### src/rtl/cfp_pkg.sv
// Shared types, protocol constants and helper functions for the command
// frame parser with ack. No dependencies; imported by every module.
package cfp_pkg;

  // Frame bytes and commands
  localparam logic [7:0] HDR1     = 8'hAA;
  localparam logic [7:0] HDR2     = 8'h55;
  localparam logic [7:0] TAIL     = 8'h0D;
  localparam logic [7:0] ACK_LEN  = 8'h08;
  localparam logic [7:0] ACK_TYPE = 8'h0F;
  localparam logic [7:0] CMD_HALT = 8'h10;
  localparam logic [7:0] CMD_VOLT = 8'h11;
  localparam logic [7:0] CMD_TEMP = 8'h12;
  localparam logic [7:0] CMD_DUAL = 8'h13;
  localparam logic [7:0] LEN_MIN  = 8'h07;
  localparam logic [7:0] LEN_MAX  = 8'h09;
  localparam logic [7:0] ERR_CRC  = 8'h05;
  localparam logic [7:0] CRC_POLY = 8'h07;

  // Shortest frame that a tail byte may close
  localparam int MIN_FRAME_LEN = 7;
  // Only the first bytes of a frame are ever read back
  localparam int STORE_SLOTS = 8;
  localparam int SLOT_W = $clog2(STORE_SLOTS);

  // Result codes
  localparam logic [2:0] RC_OK   = 3'd0;
  localparam logic [2:0] RC_HDR  = 3'd1;
  localparam logic [2:0] RC_LEN  = 3'd2;
  localparam logic [2:0] RC_BUSY = 3'd3;
  localparam logic [2:0] RC_CRC  = 3'd4;

  // Modes
  localparam logic [1:0] MODE_IDLE = 2'd0;
  localparam logic [1:0] MODE_VOLT = 2'd1;
  localparam logic [1:0] MODE_TEMP = 2'd2;
  localparam logic [1:0] MODE_DUAL = 2'd3;

  // Control of the bit-serial CRC unit
  typedef struct packed {
    logic clear;
    logic shift;
    logic din;
  } crc_ctl_t;

  // Launch of one ack frame
  typedef struct packed {
    logic       start;
    logic [7:0] seq;
    logic [7:0] err;
    logic [7:0] crc;
  } ack_start_t;

  // Map a result code to the error byte of the ack frame
  function automatic logic [7:0] ack_err(input logic [2:0] code);
    logic [7:0] e;
    e = (code == RC_CRC) ? ERR_CRC : {5'b0, code};
    return e;
  endfunction

endpackage

### src/rtl/cfp_crc8.sv
// Bit-serial CRC8 (polynomial 0x07), one message bit per cycle while ctl.shift is set, MSB first.
// Depends on cfp_pkg for the control struct and polynomial.
module cfp_crc8 (
  input  logic              clk,
  input  logic              rst,
  input  cfp_pkg::crc_ctl_t ctl,
  output logic [7:0]        crc
);
  import cfp_pkg::*;

  logic fb;

  assign fb = crc[7] ^ ctl.din;

  // Clear, or fold in one bit
  always_ff @(posedge clk) begin
    if (rst) begin
      crc <= 8'h00;
    end else if (ctl.clear) begin
      crc <= 8'h00;
    end else if (ctl.shift) begin
      crc <= {crc[6:0], 1'b0} ^ (fb ? CRC_POLY : 8'h00);
    end
  end

endmodule

### src/rtl/cfp_ack_tx.sv
// Ack frame serializer: loads eight bytes and hands them out one item at a
// time through a 64-bit shift register that advances a byte per item. Depends on cfp_pkg.
module cfp_ack_tx (
  input  logic                clk,
  input  logic                rst,
  input  cfp_pkg::ack_start_t launch,
  input  logic                ack_ready,
  output logic                ack_valid,
  output logic [7:0]          out_byte,
  output logic                last_byte
);
  import cfp_pkg::*;

  logic [63:0] sreg;
  logic [2:0]  pos;

  assign out_byte  = sreg[63:56];
  assign last_byte = (pos == 3'd7);

  // Load the frame, then advance one byte per accepted item
  always_ff @(posedge clk) begin
    if (rst) begin
      ack_valid <= 1'b0;
      pos       <= 3'd0;
    end else if (launch.start) begin
      sreg      <= {HDR1, HDR2, ACK_LEN, ACK_TYPE, launch.seq, launch.err,
                    launch.crc, TAIL};
      pos       <= 3'd0;
      ack_valid <= 1'b1;
    end else if (ack_valid && ack_ready) begin
      sreg <= {sreg[55:0], 8'h00};
      pos  <= pos + 3'd1;
      if (pos == 3'd7) begin
        ack_valid <= 1'b0;
      end
    end
  end

endmodule

### src/rtl/command_frame_parser_ack_core.sv
// Top level of the command frame parser with ack: receive buffer, frame
// sequencer, decode and APB register. Uses cfp_pkg, cfp_crc8, cfp_ack_tx.
//
//  channel | direction | handshake            | payload
//  rx      | in        | rx_valid / rx_ready  | rx_byte
//  ack     | out       | ack_valid / ack_ready| out_byte, last_byte, status fields
//  apb     | in        | psel/penable/pready  | paddr, pwdata, prdata
//
// A byte that does not close a frame is taken while rx_ready stays high.
// A closing byte starts the sequencer: header/length check, each covered
// byte through the bit-serial CRC unit (3 to 5 bytes), decode, the ack CRC
// over four bytes, then 8 ack items; a header or length failure skips the
// frame CRC and decode, and ack stalls hold the sequencer in ST_TX.
// rx_ready is low after the closing byte until ST_TX sees ack_valid drop after the last ack item.
// Synchronous reset restores the reset periods, idle mode and an empty store.
module command_frame_parser_ack_core #(
  parameter int BUF_DEPTH = 16
) (
  input  logic        clk,
  input  logic        rst,
  // APB
  input  logic        psel,
  input  logic        penable,
  input  logic        pwrite,
  input  logic [2:0]  paddr,
  input  logic [31:0] pwdata,
  output logic [31:0] prdata,
  output logic        pready,
  // receive bytes
  input  logic        rx_valid,
  output logic        rx_ready,
  input  logic [7:0]  rx_byte,
  // ack items
  output logic        ack_valid,
  input  logic        ack_ready,
  output logic [7:0]  out_byte,
  output logic        last_byte,
  output logic [2:0]  result_code,
  output logic [1:0]  mode_now,
  output logic [15:0] volt_period_ms,
  output logic [15:0] temp_period_ms,
  output logic [15:0] overflow_total
);
  import cfp_pkg::*;

  localparam int CNT_W = $clog2(BUF_DEPTH + 1);
  localparam logic [CNT_W-1:0] DEPTH_C = CNT_W'(BUF_DEPTH);
  localparam logic [CNT_W-1:0] SLOTS_C = CNT_W'(STORE_SLOTS);
  localparam logic [CNT_W-1:0] MINF_C  = CNT_W'(MIN_FRAME_LEN);
  localparam logic             REG_PERIOD_SCALE = 1'b0;

  typedef enum logic [3:0] {
    ST_RX, ST_HDR, ST_LOAD, ST_CRC, ST_EXEC, ST_PREP, ST_ACKCRC, ST_LAUNCH, ST_TX
  } state_t;

  state_t            state;
  logic [CNT_W-1:0]  count;
  logic [CNT_W-1:0]  count_inc;
  logic [7:0]        store [STORE_SLOTS];
  logic [7:0]        period_scale;
  logic [SLOT_W-1:0] idx;
  logic [4:0]        bitcnt;
  logic [31:0]       shreg;
  logic              crc_ok;
  logic [7:0]        crc;
  logic [15:0]       prod_p;
  logic [15:0]       prod_q;
  logic              cfg_wr;
  crc_ctl_t          crc_ctl;
  ack_start_t        launch;

  // APB register access
  assign pready = 1'b1;
  assign cfg_wr = psel && penable && pwrite;
  assign prdata = (paddr[2] == REG_PERIOD_SCALE) ? {24'b0, period_scale} : 32'b0;

  assign rx_ready  = (state == ST_RX);
  assign count_inc = count + CNT_W'(1);

  // Period products for start commands
  assign prod_p = {8'b0, store[5]} * {8'b0, period_scale};
  assign prod_q = {8'b0, store[6]} * {8'b0, period_scale};

  // Drive the serial CRC unit and the ack launch
  always_comb begin
    crc_ctl.clear = (state == ST_HDR) || (state == ST_PREP);
    crc_ctl.shift = (state == ST_CRC) || (state == ST_ACKCRC);
    crc_ctl.din   = shreg[31];
    launch.start  = (state == ST_LAUNCH);
    launch.seq    = store[4];
    launch.err    = ack_err(result_code);
    launch.crc    = crc;
  end

  cfp_crc8 u_crc (
    .clk (clk),
    .rst (rst),
    .ctl (crc_ctl),
    .crc (crc)
  );

  cfp_ack_tx u_tx (
    .clk       (clk),
    .rst       (rst),
    .launch    (launch),
    .ack_ready (ack_ready),
    .ack_valid (ack_valid),
    .out_byte  (out_byte),
    .last_byte (last_byte)
  );

  // Frame sequencer and block state
  always_ff @(posedge clk) begin
    if (rst) begin
      state          <= ST_RX;
      count          <= '0;
      idx            <= '0;
      bitcnt         <= 5'd0;
      crc_ok         <= 1'b0;
      result_code    <= RC_OK;
      mode_now       <= MODE_IDLE;
      volt_period_ms <= 16'd50;
      temp_period_ms <= 16'd50;
      overflow_total <= 16'd0;
      period_scale   <= 8'd5;
      for (int i = 0; i < STORE_SLOTS; i++) begin
        store[i] <= 8'h00;
      end
    end else begin
      if (cfg_wr && paddr[2] == REG_PERIOD_SCALE) begin
        period_scale <= pwdata[7:0];
      end
      unique case (state)
        ST_RX: begin
          if (rx_valid) begin
            priority if (count >= DEPTH_C) begin
              // drop the byte, restart sync
              count <= '0;
              if (overflow_total != 16'hFFFF) begin
                overflow_total <= overflow_total + 16'd1;
              end
            end else if (count == CNT_W'(0)) begin
              if (rx_byte == HDR1) begin
                store[0] <= rx_byte;
                count    <= count_inc;
              end
            end else if (count == CNT_W'(1)) begin
              if (rx_byte == HDR2) begin
                store[1] <= rx_byte;
                count    <= count_inc;
              end else begin
                count <= '0;
              end
            end else begin
              if (count < SLOTS_C) begin
                store[count[SLOT_W-1:0]] <= rx_byte;
              end
              count <= count_inc;
              if (count_inc >= MINF_C && rx_byte == TAIL) begin
                state <= ST_HDR;
              end
            end
          end
        end
        ST_HDR: begin
          idx <= SLOT_W'(2);
          if (store[0] != HDR1 || store[1] != HDR2) begin
            result_code <= RC_HDR;
            state       <= ST_PREP;
          end else if (store[2] < LEN_MIN || store[2] > LEN_MAX) begin
            result_code <= RC_LEN;
            state       <= ST_PREP;
          end else begin
            state <= ST_LOAD;
          end
        end
        ST_LOAD: begin
          bitcnt <= 5'd0;
          // the byte after the covered range holds the frame CRC
          if ({{(8 - SLOT_W){1'b0}}, idx} == store[2] - 8'd2) begin
            crc_ok <= (store[idx] == crc);
            state  <= ST_EXEC;
          end else begin
            shreg <= {store[idx], 24'b0};
            state <= ST_CRC;
          end
        end
        ST_CRC: begin
          shreg  <= {shreg[30:0], 1'b0};
          bitcnt <= bitcnt + 5'd1;
          if (bitcnt[2:0] == 3'd7) begin
            idx   <= idx + SLOT_W'(1);
            state <= ST_LOAD;
          end
        end
        ST_EXEC: begin
          state <= ST_PREP;
          if (!crc_ok) begin
            result_code <= RC_CRC;
          end else if (mode_now != MODE_IDLE && store[3] != CMD_HALT) begin
            result_code <= RC_BUSY;
          end else begin
            unique case (store[3])
              CMD_HALT: begin
                mode_now    <= MODE_IDLE;
                result_code <= RC_OK;
              end
              CMD_VOLT: begin
                if (store[5] == 8'h00) begin
                  result_code <= RC_LEN;
                end else begin
                  volt_period_ms <= prod_p;
                  mode_now       <= MODE_VOLT;
                  result_code    <= RC_OK;
                end
              end
              CMD_TEMP: begin
                if (store[5] == 8'h00) begin
                  result_code <= RC_LEN;
                end else begin
                  temp_period_ms <= prod_p;
                  mode_now       <= MODE_TEMP;
                  result_code    <= RC_OK;
                end
              end
              CMD_DUAL: begin
                if (store[5] == 8'h00 || store[6] == 8'h00) begin
                  result_code <= RC_LEN;
                end else begin
                  volt_period_ms <= prod_p;
                  temp_period_ms <= prod_q;
                  mode_now       <= MODE_DUAL;
                  result_code    <= RC_OK;
                end
              end
              default: begin
                result_code <= RC_HDR;
              end
            endcase
          end
        end
        ST_PREP: begin
          shreg  <= {ACK_LEN, ACK_TYPE, store[4], ack_err(result_code)};
          bitcnt <= 5'd0;
          state  <= ST_ACKCRC;
        end
        ST_ACKCRC: begin
          shreg  <= {shreg[30:0], 1'b0};
          bitcnt <= bitcnt + 5'd1;
          if (bitcnt == 5'd31) begin
            state <= ST_LAUNCH;
          end
        end
        ST_LAUNCH: begin
          // empty the buffer as the ack goes out
          count <= '0;
          for (int i = 0; i < STORE_SLOTS; i++) begin
            store[i] <= 8'h00;
          end
          state <= ST_TX;
        end
        ST_TX: begin
          if (!ack_valid) begin
            state <= ST_RX;
          end
        end
        default: begin
          state <= ST_RX;
        end
      endcase
    end
  end

  // No byte is taken while an ack frame is pending
  a_rx_blocked: assert property (@(posedge clk) disable iff (rst)
    ack_valid |-> !rx_ready)
    else $error("rx byte taken during ack");

  // The final ack item ends the frame
  a_last_ends: assert property (@(posedge clk) disable iff (rst)
    (ack_valid && ack_ready && last_byte) |=> !ack_valid)
    else $error("ack continues after last byte");

  // Fill count never passes the buffer depth
  a_count_max: assert property (@(posedge clk) disable iff (rst)
    count <= DEPTH_C)
    else $error("byte count beyond depth");

  // Overflow total never falls
  a_ovf_mono: assert property (@(posedge clk) disable iff (rst)
    1'b1 |=> overflow_total >= $past(overflow_total))
    else $error("overflow total decreased");

endmodule
### config.mk
export PLATFORM = sky130hd
export DESIGN_NAME = command_frame_parser_ack_core
export DESIGN_NICKNAME = d
export VERILOG_FILES = /design/src/rtl/cfp_pkg.sv /design/src/rtl/cfp_crc8.sv /design/src/rtl/cfp_ack_tx.sv /design/src/rtl/command_frame_parser_ack_core.sv
export SDC_FILE = /design/constraint.sdc
export NUM_CORES = 1
export LEC_CHECK = 0
export ABC_CLOCK_PERIOD_IN_PS = 4300
export BUFFER_PORTS_ARGS = -buffer_cell sky130_fd_sc_hd__buf_2
export CAP_MARGIN = 20
export CORE_UTILIZATION = 40
export DETAILED_ROUTE_END_ITERATION = 8
export PLACE_DENSITY = 0.71
export SLEW_MARGIN = 40
export SYNTH_ARGS = -nofsm -noshare
export SYNTH_HDL_FRONTEND = slang
export SYNTH_HIERARCHICAL = 1
export SYNTH_SLANG_ARGS = --single-unit
### constraint.sdc
create_clock -name clk -period 4.3 [get_ports clk]
set_input_delay 0.86 -clock clk [delete_from_list [all_inputs] [get_ports clk]]
set_output_delay 0.86 -clock clk [all_outputs]
set_load 0.05 [all_outputs]
==> key figures <==
GRT
  – Initial antenna violation count: 1
  – Global-route wire length before repair: 58.7 mm
  – Gr usage total: 0.187
  – Vias in the first global route: 11400
  – Pin count of the biggest net entering global routing: 89
  – Congestion Overflow GR: 0

Detailed routing
  – Number of DRC markers in iteration 0: 803
  – WL/cell: between 15 and 20 um
  – Number of antenna-violating nets in the routed design: 0
  – Initial DRT Pass Iterations: 7
  – Final WL: 36.8 mm
  – Vias per cell: 5.20
  – Drc violations: 0
  – Via count: 11500

Placement
  – GPL Wtd Cong: approximately 0.9
  – Worst slack at placement: -0.421 ns
  – Post-DP HPWL: approximately 26 mm
  – PortBufs: 95

Critical path
  – Cell depth of the worst flop-to-flop path: 17
  – Worst reg2reg setup slack: -0.24 ns
  – Reg2reg start: store[5][3]
  – Worst Setup Start Kind: register
  – Crit path kind: reg -> reg
  – CP required: 4.77 ns
  – CP arrival: 5.02 ns
  – Reg-to-Reg End: temp_period_ms[14]
  – Crit end category: register
  – Crit Path Max Fanout: 5

Die
  – Initial Utilization: 0.409
  – Die Y: 199 um
  – Core ar.: 0.0379 mm^2
  – FP Rows: between 70 and 80
  – Die area: 0.0396 mm^2
  – Die Wd: 199 um
  – Num ports: around 150

Logic synthesis
  – Post-synth ARST share: 0
  – Ys flop type: edfxtp_1
  – Post-synth EDFFs: 153
  – Most numerous cell in the Yosys netlist: and2_1
  – Post-synth top cells: and2_1 (185), edfxtp_1 (153), nand2_1 (126)
  – Yosys reg bits: 247
  – Avg Inst Size Synth: 10.5 um^2
  – Post-synth top area cell: edfxtp_1
  – Warning count from the yosys run: 6
  – Post-synthesis sequential area ratio: 0.417
  – Post-Syn Instances: 1482
  – Synth unique cells: 73
  – Area contributors post-synth: edfxtp_1 (30%), dfxtp_1 (12%), fa_1 (9.3%)
  – Post-Syn Area: 0.0155 mm^2
  – Yosys top cell area share: 0.296

CTS
  – Worst skew pair latency: 0.56 ns
  – Worst-path clk slew: 0.06 ns
  – CTS Root Cell: clkbuf_16
  – Hold buffers post-CTS: 0
  – CTS tree: done
  – Clk buf depth: 3
  – CTS Sinks: 247
  – H-tree Lvls: 1
  – Total CTS buffers: 28

Power and ir drop
  – Leakage power: 0.00804 uW
  – Pwr dens: roughly 330 mW/mm^2
  – Maximum vdd ir drop: about 0.30 mV

Timing
  – Fin. Hold Viols: 0
  – Worst slew margin: 0.470
  – Skew final: 0.0145 ns
  – Final worst-path cycle share: 1.06
  – Worst slew pin tran: between 0.7 and 0.8 ns
  – Max Clock Freq: 220 MHz
  – Final worst slack: -0.244 ns
  – Shortest period the worst path allows: about 4.5 ns
  – TNS Setup: -0.844 ns
  – Setup violators final: 8
  – Slew Viols, Final: 0
  – RSZ-0062 raised after global routing: true

Cells and area
  – Ant diodes: 0
  – Share of cells above drive strength 1: 0.261
  – Area Overhead vs Synth: 22.3%
  – Fin nets: 1879

Min path
  – WHS Endpoint: volt_period_ms[9]
  – Hold Path Stages: 2
  – Hold Path Class: reg -> reg
  – Hold Crit Start: volt_period_ms[9]

Status
  – Status: finished, violations left
  – Failing checks: setup timing

Job
  – Max Cap Violations: 0
[cell families after synthesis]
| kind of cell | synth area share |
|---|---|
| other | 0.000484 |
| and+or+nand+nor | 0.206 |
| xor gates and xnor gates | 0.0282 |
| DFF | 0.417 |
| buffers and inverters | 0.0587 |
| AOI/OAI and AO/OA | 0.0792 |
| adders and majority gates | 0.161 |
| muxes | 0.0492 |
[worst max-delay path, stage by stage, from the launching register on]
cell	delay, ns
edfxtp_1	0.49
buf_6	0.17
and2_4	0.13
fa_1	0.53
fa_1	0.44
fa_1	0.55
inv_1	0.05
fa_1	0.49
inv_2	0.05
ha_4	0.15
a21o_1	0.18
a21oi_2	0.20
o31ai_4	0.11
o31ai_2	0.20
xor2_1	0.09
buf_4	0.16
mux2_4	0.27
a211oi_2	0.21
[layer usage]
layer  global-route usage  wire length [um]
met2                0.314             18000
met4               0.0544               840
met3               0.0302              2260
met1                0.247             15700
met5                    0                12
[state kept, by name, indices dropped and copies added, names as in the netlist, named ones only]
register,flops
count,5
bitcnt,5
overflow_total,16
period_scale,8
crc_ok,1
u_crc/crc,8
u_tx/pos,3
result_code,3
temp_period_ms,16
u_tx/ack_valid,1
mode_now,2
state,4
u_tx/sreg,57
idx,3
volt_period_ms,16
shreg,32
store,64
[worst max path at each step]
stage                     start                 end  slack (ns)  cells past startpoint
floorplan           store[5][1]  temp_period_ms[14]       -0.08                     15
global placement    store[5][1]  temp_period_ms[14]       -0.35                     16
detailed placement  store[5][2]  temp_period_ms[14]       -0.42                     16
CTS                 store[5][2]  temp_period_ms[14]       -0.23                     17
global route        store[5][3]  temp_period_ms[14]       -0.47                     18
finish              store[5][3]  temp_period_ms[14]       -0.24                     17
[cell type report]
type	instances	area, um^2
repair buffers	228	1560
multi-input cells	1062	8740
clock inverters	23	432
well taps	511	639
inverters	106	398
clock buffers	29	704
fillers	3316	19000
flip-flops and latches	247	6500
[where the power goes]
part | switching [uW] | internal [uW] | leakage, uW
sequential | 60.0 | 2540 | 0.00221
clock | 1030 | 1870 | 0.000550
combinational | 416 | 288 | 0.00527
[repair_timing]
action,4_1_cts,5_1_grt
setup buffers,25,4
gates resized for setup,76,49
setup endpoints to repair,15,16
gates cloned,0,1
pin swaps,43,44
[layout by cell type (no fill, tap or decap), types with 16 or more instances in the layout]
| cell | synthesis | layout |
|---|---|---|
| xor2_1 | 29 | 29 |
| nor2_1 | 90 | 85 |
| edfxtp_1 | 153 | 153 |
| buf_2 | 10 | 95 |
| mux4_2 | 16 | 16 |
| xnor2_1 | 21 | 18 |
| nor2b_1 | 32 | 31 |
| fa_1 | 72 | 67 |
| ha_1 | 84 | 74 |
| nand2b_1 | 16 | 16 |
| or2_2 | 16 | 16 |
| clkbuf_16 | 0 | 29 |
| inv_1 | 106 | 97 |
| nor3_1 | 31 | 25 |
| conb_1 | 2 | 30 |
| nand2_1 | 126 | 121 |
| mux2i_1 | 20 | 20 |
| dfxtp_1 | 94 | 86 |
| buf_4 | 34 | 116 |
| nand3_1 | 21 | 19 |
| a21oi_1 | 57 | 51 |
| mux2_2 | 18 | 17 |
| and2_1 | 185 | 170 |
[metrics by stage]
step           instances  hold slack [ns]  power [uW]  area (um^2)   util
3_5_place_dp        2124            0.447        3260        17100  0.450
3_3_place_gp        2124            0.440        3250        17100  0.450
2_1_floorplan       1510            0.432        3060        15700      -
4_1_cts             2201            0.455        6190        18700  0.493
5_1_grt             2206            0.481        6390        19000  0.500
6_report            2206            0.452        6200        19000  0.500
Note: power is estimated with default switching activity, not from simulation.
